$ cat config.mk
export PLATFORM = sky130hd
export DESIGN_NAME = dispense_pump_sequencer_top
export DESIGN_NICKNAME = d
export VERILOG_FILES = /design/src/dps_pkg.sv /design/src/dps_core.sv /design/src/dispense_pump_sequencer_top.sv
export SDC_FILE = /design/constraint.sdc
export NUM_CORES = 1
export LEC_CHECK = 0
export BUFFER_PORTS_ARGS = -buffer_cell sky130_fd_sc_hd__buf_2
export CAP_MARGIN = 20
export CORE_MARGIN = 10
export CORE_UTILIZATION = 50
export DETAILED_ROUTE_END_ITERATION = 16
export PLACE_DENSITY = 0.71
export SLEW_MARGIN = 25
export SYNTH_ARGS = -nofsm -noshare
export SYNTH_HDL_FRONTEND = slang
export SYNTH_SLANG_ARGS = --single-unit
$ cat constraint.sdc
create_clock -name clock -period 9.25 [get_ports clock]
set_input_delay 0.4625 -clock clock [delete_from_list [all_inputs] [get_ports clock]]
set_output_delay 0.4625 -clock clock [all_outputs]
set_load 0.005 [all_outputs]
$ cat src/dps_pkg.sv
// Shared types and constants for the dispense pump sequencer.
// No dependencies; imported by dps_core and dispense_pump_sequencer_top.
package dps_pkg;

   localparam int unsigned TimerWidth  = 16;
   localparam int unsigned TargetWidth = 9;
   localparam int unsigned CodeWidth   = 8;

   localparam logic [TimerWidth-1:0]  TIMEOUT_RESET = 16'd60;
   localparam logic [TimerWidth-1:0]  TIMER_MAX     = 16'hFFFF;
   localparam logic [TargetWidth-1:0] SHORT_PULSES  = 9'd97;
   localparam logic [TargetWidth-1:0] LONG_PULSES   = 9'd231;

   localparam logic [CodeWidth-1:0] CODE_SHORT = 8'd1;
   localparam logic [CodeWidth-1:0] CODE_LONG  = 8'd2;

   typedef enum logic [2:0] {
      PH_IDLE       = 3'd0,
      PH_HEAT_CHECK = 3'd1,
      PH_HEAT_WAIT  = 3'd2,
      PH_START      = 3'd3,
      PH_DISPENSE   = 3'd4,
      PH_SERVED     = 3'd5,
      PH_PAUSE      = 3'd6,
      PH_PAUSE_WAIT = 3'd7
   } phase_type;

   typedef struct packed {
      logic                   request;
      logic                   set_volume;
      logic [CodeWidth-1:0]   volume_code;
      logic                   heat_ok;
      logic [TimerWidth-1:0]  flow_count;
   } item_type;

   typedef struct packed {
      logic                   pump_on;
      phase_type              phase;
      logic                   served;
      logic [TargetWidth-1:0] target_pulses;
   } result_type;

   // Volume code to flow pulses; centilitre codes are code * 1925 / 100, truncated.
   function automatic logic [TargetWidth-1:0] code_to_pulses(input logic [CodeWidth-1:0] code);
      logic [TargetWidth-1:0] pulses;
      case (code)
         CODE_SHORT: pulses = SHORT_PULSES;
         CODE_LONG:  pulses = LONG_PULSES;
         8'd6:       pulses = 9'd115;
         8'd7:       pulses = 9'd134;
         8'd8:       pulses = 9'd154;
         8'd9:       pulses = 9'd173;
         8'd10:      pulses = 9'd192;
         8'd11:      pulses = 9'd211;
         8'd12:      pulses = 9'd231;
         8'd13:      pulses = 9'd250;
         8'd14:      pulses = 9'd269;
         8'd15:      pulses = 9'd288;
         8'd16:      pulses = 9'd308;
         8'd17:      pulses = 9'd327;
         8'd18:      pulses = 9'd346;
         8'd19:      pulses = 9'd365;
         8'd20:      pulses = 9'd385;
         default:    pulses = '0;
      endcase
      return pulses;
   endfunction

endpackage

$ cat src/dps_core.sv
// Sequencer state and one-tick step logic for the dispense pump sequencer.
// Depends on dps_pkg; instantiated by dispense_pump_sequencer_top.
module dps_core
   import dps_pkg::*;
(
   input  logic                  clock,
   input  logic                  reset,
   input  logic                  step_en,
   input  item_type              item,
   input  logic [TimerWidth-1:0] timeout,
   output result_type            result
);

   phase_type               phase_ff, phase_in;
   logic                    pending_ff, pending_in;
   logic [TargetWidth-1:0]  target_ff, target_in;
   logic [TimerWidth-1:0]   timer_ff, timer_in;
   logic                    pump_ff, pump_in;
   logic                    served;
   logic [TargetWidth-1:0]  target_pre;
   logic [TimerWidth-1:0]   timer_inc;
   logic                    timer_expired;

   assign timer_inc     = (timer_ff == TIMER_MAX) ? TIMER_MAX : timer_ff + 1'b1;
   assign timer_expired = timer_ff > timeout;

   always_ff @(posedge clock) begin
      if (reset) begin
         phase_ff   <= PH_IDLE;
         pending_ff <= 1'b0;
         target_ff  <= '0;
         timer_ff   <= '0;
         pump_ff    <= 1'b0;
      end else if (step_en) begin
         phase_ff   <= phase_in;
         pending_ff <= pending_in;
         target_ff  <= target_in;
         timer_ff   <= timer_in;
         pump_ff    <= pump_in;
      end
   end

   always_comb begin
      // apply volume and request before stepping
      target_pre = item.set_volume ? code_to_pulses(item.volume_code) : target_ff;
      target_in  = target_pre;
      pending_in = pending_ff | item.request;
      phase_in   = phase_ff;
      timer_in   = timer_ff;
      pump_in    = pump_ff;
      served     = 1'b0;
      unique case (phase_ff)
         PH_IDLE: begin
            if (pending_in) phase_in = PH_HEAT_CHECK;
         end
         PH_HEAT_CHECK: begin
            phase_in = item.heat_ok ? PH_START : PH_HEAT_WAIT;
         end
         PH_HEAT_WAIT: begin
            if (item.heat_ok) phase_in = PH_START;
         end
         PH_START: begin
            timer_in = '0;
            phase_in = PH_DISPENSE;
         end
         PH_DISPENSE: begin
            pump_in = 1'b1;
            if (item.flow_count > {{(TimerWidth-TargetWidth){1'b0}}, target_pre}) begin
               phase_in = PH_SERVED;
            end else if (timer_expired) begin
               phase_in = PH_PAUSE;
            end else begin
               timer_in = timer_inc;
            end
         end
         PH_SERVED: begin
            pump_in    = 1'b0;
            target_in  = '0;
            pending_in = 1'b0;
            served     = 1'b1;
            phase_in   = PH_IDLE;
         end
         PH_PAUSE: begin
            pump_in  = 1'b0;
            timer_in = '0;
            phase_in = PH_PAUSE_WAIT;
         end
         PH_PAUSE_WAIT: begin
            if (timer_expired) begin
               timer_in = '0;
               phase_in = PH_DISPENSE;
            end else begin
               timer_in = timer_inc;
            end
         end
      endcase
      result.pump_on       = pump_in;
      result.phase         = phase_in;
      result.served        = served;
      result.target_pulses = target_in;
   end

   a_served_to_idle: assert property (@(posedge clock) disable iff (reset)
      step_en && result.served |=> phase_ff == PH_IDLE && target_ff == '0 && !pending_ff)
      else $error("served step did not return to idle with target cleared");

   a_dispense_pump: assert property (@(posedge clock) disable iff (reset)
      step_en && phase_ff == PH_DISPENSE |=> pump_ff)
      else $error("pump not driven after a dispense step");

   a_pause_entry: assert property (@(posedge clock) disable iff (reset)
      step_en && phase_ff == PH_PAUSE |=> phase_ff == PH_PAUSE_WAIT && !pump_ff && timer_ff == '0)
      else $error("pause step did not stop pump and clear timer");

   a_hold_when_idle: assert property (@(posedge clock) disable iff (reset)
      !reset && !step_en |=> $stable(phase_ff) && $stable(timer_ff) && $stable(target_ff))
      else $error("sequencer state moved without a step");

endmodule

$ cat src/dispense_pump_sequencer_top.sv
// Top level of the dispense pump sequencer: stream ports, input and result
// registers, timeout register. Depends on dps_pkg and dps_core.
//
//   channel  dir  handshake            payload
//   req_     in   tvalid/tready        tdata[26:0]: request, set_volume, volume_code,
//                                      heat_ok, flow_count
//   rsp_     out  tvalid/tready        tdata[13:0]: pump_on, phase, served, target_pulses
//   csr_     in   wr_en (no wait)      wr_data[15:0]: timeout_ticks
//
// One request a cycle sustained while rsp_tready is high; a taken request passes
// through the input register, then the step logic into the result register.
// The result register and input register form a two-deep buffer, so a request
// is taken into an empty input register while a finished result waits for rsp_tready.
// Reset (synchronous, active high) returns the sequencer to idle, timeout to 60.
module dispense_pump_sequencer_top
   import dps_pkg::*;
(
   input  logic        clock,
   input  logic        reset,
   input  logic        req_tvalid,
   output logic        req_tready,
   input  logic [31:0] req_tdata,   // [0] request, [1] set_volume, [9:2] volume_code,
                                    // [10] heat_ok, [26:11] flow_count, rest zero
   output logic        rsp_tvalid,
   input  logic        rsp_tready,
   output logic [15:0] rsp_tdata,   // [0] pump_on, [3:1] phase, [4] served,
                                    // [13:5] target_pulses, rest zero
   input  logic        csr_wr_en,
   input  logic [15:0] csr_wr_data
);

   logic                  in_valid_ff;
   item_type              in_item_ff;
   logic                  out_valid_ff;
   result_type            out_result_ff;
   logic [TimerWidth-1:0] timeout_ff;
   logic                  advance;
   logic                  step_en;
   item_type              req_item;
   result_type            step_result;

   assign advance    = !out_valid_ff || rsp_tready;
   assign req_tready = !in_valid_ff || advance;
   assign step_en    = in_valid_ff && advance;

   assign req_item.request     = req_tdata[0];
   assign req_item.set_volume  = req_tdata[1];
   assign req_item.volume_code = req_tdata[9:2];
   assign req_item.heat_ok     = req_tdata[10];
   assign req_item.flow_count  = req_tdata[26:11];

   always_ff @(posedge clock) begin
      if (reset) begin
         timeout_ff <= TIMEOUT_RESET;
      end else if (csr_wr_en) begin
         timeout_ff <= csr_wr_data;
      end
   end

   always_ff @(posedge clock) begin
      if (reset) begin
         in_valid_ff <= 1'b0;
      end else if (req_tvalid && req_tready) begin
         in_valid_ff <= 1'b1;
      end else if (advance) begin
         in_valid_ff <= 1'b0;
      end
   end

   // hold the captured request until it moves into the step logic
   always_ff @(posedge clock) begin
      if (req_tvalid && req_tready) begin
         in_item_ff <= req_item;
      end
   end

   always_ff @(posedge clock) begin
      if (reset) begin
         out_valid_ff <= 1'b0;
      end else if (advance) begin
         out_valid_ff <= in_valid_ff;
      end
   end

   always_ff @(posedge clock) begin
      if (step_en) begin
         out_result_ff <= step_result;
      end
   end

   dps_core u_core (
      .clock   (clock),
      .reset   (reset),
      .step_en (step_en),
      .item    (in_item_ff),
      .timeout (timeout_ff),
      .result  (step_result)
   );

   assign rsp_tvalid = out_valid_ff;
   assign rsp_tdata  = {2'b00, out_result_ff.target_pulses, out_result_ff.served,
                        out_result_ff.phase, out_result_ff.pump_on};

endmodule

==> results.sh, run 1 <==
export IMPL_cp_end_kind="flop"
export IMPL_power_w=0.000846
export IMPL_gr_usage_all_layers=0.152
export IMPL_drtAntennaViolNets=0
export IMPL_synth_simple_area_share=0.165
export IMPL_synth_area_mm2=0.00489
export IMPL_reg2reg_from="in_item_ff[25]"
export IMPL_slew_headroom=0.331
export IMPL_grt_max_degree=33
export IMPL_hp_start="req_tdata[21]"
export IMPL_antenna_found_initial=0
export IMPL_core_mm2=0.00964
export IMPL_synth_edf_count=41
export IMPL_antenna_cells=0
export IMPL_dieArea_mm2=0.0141
export IMPL_finalSetupTns_ns=0
export IMPL_cts_setup_buffers=0
export IMPL_setup_violations=0
export IMPL_regArea_mm2=0.00237
export IMPL_leakage_nw=2.23
export IMPL_wl_mm=10.6
export IMPL_syn_area_per_cell_um2=9.83
export IMPL_cts_tree="done"
export IMPL_rsz0062_at_grt="false"
export IMPL_cts_clk_slew_worst_paths_ns=0.10
export IMPL_place_gp_congestion=0.904
export IMPL_cts_made_buffers=9
export IMPL_cp_max_fo=22
export IMPL_status="complete, no violations"
export IMPL_critPathLaunchType="flop"
export IMPL_layout_nets=644
export IMPL_worstPathArrival_ns=4.45
export IMPL_clock_sinks=98
export IMPL_fin_skew_ns=0.0127
export IMPL_grt_pass1_vias=3678
export IMPL_grt_pass1_wl_mm=17.8
export IMPL_ir_drop_v=0.000102
export IMPL_die_w_um=119
export IMPL_drv_slew=0
export IMPL_hold_buffers=0
export IMPL_post_route_period_util=0.447
export IMPL_cts_max_level=3
export IMPL_cts_resized=0
export IMPL_synth_area_mux_share=0.0394
export IMPL_synth_ff_type="dfxtp_1"
export IMPL_dp_hpwl_mm=7.95
export IMPL_area_growth_pct=12.3
export IMPL_rows=36
export IMPL_final_cells=695
export IMPL_start_util=0.508
export IMPL_vias=3808
export IMPL_ys_seq_area_frac=0.485
export IMPL_viasPerCell=5.48
export IMPL_dpl_cell_area_mm2=0.00530
export IMPL_drive_above_1_share=0.187
export IMPL_worstSetupPathType="flop to flop"
export IMPL_die_h_um=119
export IMPL_synthArstFlopShare=0
export IMPL_num_io_pins=71
export IMPL_final_cell_area_mm2=0.00550
export IMPL_drtIter0Drc=248
export IMPL_hold_viol=0
export IMPL_fin_crit_ns=4.14
export IMPL_placed_cells=679
export IMPL_fillers=856
export IMPL_globalRouteOverflowTotal=0
export IMPL_reg2regPathDepth=10
export IMPL_clk_path_buf_depth=2
export IMPL_post_drt_wl_per_cell_um=15.2
export IMPL_ys_warn_count=0
export IMPL_multiInputGateArea_mm2=0.00229
export IMPL_max_cap_violations=0
export IMPL_ys_types=58
export IMPL_drc=0
export IMPL_worstMarginPinSlew_ns=0.996
export IMPL_syn_inst=498
export IMPL_io_buffer_count=63
export IMPL_crit_start="in_item_ff[25]"
export IMPL_synth_top_family_by_area="compound AO/OA/AOI/OAI gates"
export IMPL_synthAdderAreaFrac=0.0869
export IMPL_synth_xor_area_frac=0.00358
export IMPL_clock_latency_ns=0.38
export IMPL_synth_compound_area_share=0.172
export IMPL_min_path_type="primary input to flop"
export IMPL_worst_endpoint_required_ns=9.56
export IMPL_ys_ff_latch=98
export IMPL_drtPass1Iterations=5
export IMPL_cellPowerDensity_mw_per_mm2=154
export IMPL_cts_root_buffer_cell="clkbuf_8"
export IMPL_hold_path_depth=1
export IMPL_max_freq_mhz=242
-- kinds of logic (layout without fill, tap and decap cells) --
group	count (synthesis)	after routing
XOR/XNOR	2	2
adder cells (fa/ha/maj)	34	34
other	1	2
multiplexers	19	19
flip-flops	98	98
AND/OR/NAND/NOR	163	163
AO/OA/AOI/OAI	126	126
buffers and inverters	55	118
-- report_power, final --
group          leakage (nW)  switching (W)  internal, W
clock network        0.0905       0.000150     0.000126
logic                  1.28      0.0000537    0.0000348
registers             0.859     0.00000953     0.000472
-- Yosys cell counts (all sizes together), types with 3 or more instances --
cell type	count	area (um^2)
nand3	11	55.1
nor4	5	73.8
clkbuf	10	37.5
mux2i	17	170
a21oi	41	216
o211ai	7	52.6
o31ai	4	30.0
o311ai	3	26.3
ha	34	425
nand2	55	211
nor3	11	55.1
a221o	5	50.1
nor2	45	171
nand4	7	50.1
a211oi	5	37.5
inv	36	135
nor2b	11	68.8
a21o	4	30.0
buf	8	55.1
and3	11	68.8
dfxtp	57	1140
edfxtp	41	1230
a31oi	9	71.3
o21ai	34	200
-- metal layers --
metal  wire length, um  vias to the layer above  GRT usage
li1                  -                     1922          -
met1              5130                     1760      0.209
met2              4580                      113      0.220
met3               715                       13     0.0444
met4               168                        0     0.0550
met5                 0                        -          0
-- through the flow --
step	worst slack, ns	hold WS [ns]	utilization
floorplan	6.23	0.432	-
global placement	5.27	0.440	0.550
detailed placement	5.18	0.447	0.550
CTS	5.15	0.231	0.570
global route	4.61	0.237	0.570
finish	5.11	0.248	0.570
-- layout make-up --
type	count	area share
Timing Repair Buffer	65	0.0601
Clock buffer	10	0.0232
Tap cell	133	0.0303
Sequential cell	98	0.432
Multi-Input combinational cell	346	0.417
Inverter	37	0.0253
Clock inverter	6	0.0121
-- state kept, by name, indices dropped and copies added, names as in the netlist, named ones only --
register	cells
u_core.pump_ff	1
u_core.target_ff	9
timeout_ff	16
rsp_tvalid	1
u_core.phase_ff	3
u_core.timer_ff	16
in_valid_ff	1
u_core.pending_ff	1
rsp_tdata	14
in_item_ff	27
-- layout by cell type (no fill, tap or decap), types with 8 or more instances in the layout --
cell	instances
dfxtp_1	57
nor2_1	44
edfxtp_1	41
nand3_1	11
o21ai_0	21
a31oi_1	8
inv_1	35
ha_1	34
buf_2	63
nand2_1	53
a21oi_1	38
nor3_1	11
nor2b_1	11
and3_1	11
o21ai_2	8
mux2i_1	17
clkbuf_8	9
-- path summary, 6_finish.rpt --
kind | end | slack (ns)
min reg2reg | rsp_tvalid | 0.46
max | u_core.timer_ff[15] | 5.11
max reg2reg | u_core.timer_ff[15] | 5.11
min | in_item_ff[10] | 0.25
-- worst max-delay path, stage by stage (launching register included) --
cell and delay [ns]:
edfxtp_1 0.56, nor4b_2 0.81, a21oi_1 0.22, ha_1 0.36, nand4_1 0.13, o32a_1 0.38
nor4_1 0.21, a311oi_1 0.14, nor4_4 0.85, o31ai_1 0.23, a21oi_2 0.18
Power figures use the tool's default switching activity.
==> run 2: changes to the inputs <==
Clock period 9.25 ns to 4.05 ns, I/O delays scaled along.
==> run 2 against run 1 <==
Register-to-register slack lost 4.3 ns; largest power group unchanged; first-iteration DRC count grew 12%; critical path depth grew 2; largest cell class unchanged; worst setup slack lost 4.3 ns; flip-flop and latch count is the same; via count grew 2.6%; sequential power grew 130%.
==> results.sh, run 2 (synthesis results as in run 1) <==
export IMPL_cp_end_kind="flop"
export IMPL_cellPowerDensity_mw_per_mm2=336
export IMPL_leakage_nw=2.34
export IMPL_hold_viol=0
export IMPL_cts_made_buffers=9
export IMPL_finalSetupTns_ns=0
export IMPL_cts_resized=0
export IMPL_globalRouteOverflowTotal=0
export IMPL_viasPerCell=5.41
export IMPL_critPathLaunchType="flop"
export IMPL_clock_latency_ns=0.39
export IMPL_clock_sinks=98
export IMPL_cts_clk_slew_worst_paths_ns=0.11
export IMPL_dp_hpwl_mm=7.94
export IMPL_place_gp_congestion=0.884
export IMPL_grt_pass1_wl_mm=18.8
export IMPL_p_sw_w=0.000524
export IMPL_status="complete, no violations"
export IMPL_max_cap_violations=0
export IMPL_layout_common_cells="buf_2 (63), dfxtp_1 (57), nand2_1 (53), nor2_1 (44), edfxtp_1 (41)"
export IMPL_cts_root_buffer_cell="clkbuf_8"
export IMPL_wl_mm=11.1
export IMPL_die_h_um=119
export IMPL_post_route_period_util=0.811
export IMPL_cts_tree="done"
export IMPL_drc=0
export IMPL_worstMarginPinSlew_ns=0.914
export IMPL_io_buffer_count=63
export IMPL_antenna_cells=0
export IMPL_rows=36
export IMPL_drtPass1Iterations=7
export IMPL_seqPwrFrac=0.570
export IMPL_top_register="in_item_ff"
export IMPL_cp_max_fo=22
export IMPL_switching_share=0.271
export IMPL_grt_pass1_vias=3892
export IMPL_worstSetupPathType="flop to flop"
export IMPL_num_io_pins=71
export IMPL_gr_usage_all_layers=0.161
export IMPL_grt_max_degree=33
export IMPL_die_w_um=119
export IMPL_core_mm2=0.00964
export IMPL_fillers=845
export IMPL_fin_hold_ws_ns=0.0101
export IMPL_drtAntennaViolNets=0
export IMPL_slew_headroom=0.373
export IMPL_fin_skew_ns=0.0141
export IMPL_ir_drop_v=0.000209
export IMPL_worst_endpoint_required_ns=4.33
export IMPL_start_util=0.508
export IMPL_area_growth_pct=17.5
export IMPL_power_frac_comb=0.115
export IMPL_largest_register_ffs=27
export IMPL_vias=3908
export IMPL_max_freq_mhz=304
export IMPL_setup_violations=0
export IMPL_layout_nets=671
export IMPL_largestRegisters="in_item_ff (27), timeout_ff (16), u_core.timer_ff (16)"
export IMPL_min_path_type="primary input to flop"
export IMPL_clkPwrFrac=0.315
export IMPL_post_drt_wl_per_cell_um=15.4
export IMPL_drtIter0Drc=278
export IMPL_cts_max_level=3
export IMPL_worstPathArrival_ns=3.57
export IMPL_drive_above_1_share=0.187
export IMPL_dieArea_mm2=0.0141
export IMPL_rsz0062_at_grt="false"
export IMPL_p_int_w=0.00141
export IMPL_drv_slew=0
export IMPL_fin_crit_ns=3.29
export IMPL_clk_path_buf_depth=2
export IMPL_final_common_cell="buf_2"
export IMPL_antenna_found_initial=0
run 2: path summary, 6_finish.rpt:
kind	from	end	slack, ns	cells after the start
setup / recovery	in_item_ff[25]	u_core.timer_ff[6]	0.76	12
hold / removal	req_tdata[12]	in_item_ff[1]	0.01	1
setup reg to reg	in_item_ff[25]	u_core.timer_ff[6]	0.76	12
hold reg to reg	u_core.target_ff[6]	u_core.target_ff[6]	0.46	2
run 2: power by group through the flow:
stage	clock network (W)	logic (W)	registers [W]
3_3_place_gp	0	0.000194	0.00112
6_report	0.000608	0.000223	0.00110
3_5_place_dp	0	0.000203	0.00112
4_1_cts	0.000611	0.000221	0.00110
5_1_grt	0.000653	0.000249	0.00111
2_1_floorplan	0	0.000137	0.00112
run 2: what timing repair did:
item,in CTS,in global routing
hold buffers,24,0
hold endpoints to repair,24,0
buffers inserted,0,0
run 2: area by class of cell:
type | instances | area [um^2] | share of cell area
Clock buffer | 9 | 124 | 0.0215
Sequential cell | 98 | 2370 | 0.413
Multi-Input combinational cell | 346 | 2290 | 0.399
Tap cell | 133 | 166 | 0.0290
Clock inverter | 7 | 60.1 | 0.0104
Inverter | 37 | 139 | 0.0242
Timing Repair Buffer | 92 | 593 | 0.103
run 2: per-stage QoR:
step	std cells	util	total power (W)	area, um^2	setup WS [ns]
after floorplan	499	-	0.00125	4900	1.03
after global placement	682	0.552	0.00132	5320	0.872
after detailed placement	682	0.552	0.00133	5320	0.815
after CTS	722	0.596	0.00193	5750	0.795
after global routing	722	0.596	0.00201	5750	0.509
final	722	0.596	0.00193	5750	0.764
run 2: layer usage:
metal	up-vias	wire length [um]	share of wire	track usage
li1	1967	-	-	-
met1	1803	5190	0.47	0.207
met2	125	5010	0.45	0.252
met3	13	710	0.064	0.0378
met4	0	191	0.017	0.0718
met5	-	0	0	0
run 2: critical path, stage by stage, from the launching register on:
cell and delay [ns]:
edfxtp_1 0.59, nor4b_2 0.28, buf_4 0.21, a21oi_1 0.10
ha_1 0.30, o21ai_0 0.08, nor2_1 0.27, nor3_1 0.09
a311oi_1 0.50, nor4_4 0.08, buf_4 0.23, and3_1 0.19
a221o_1 0.25
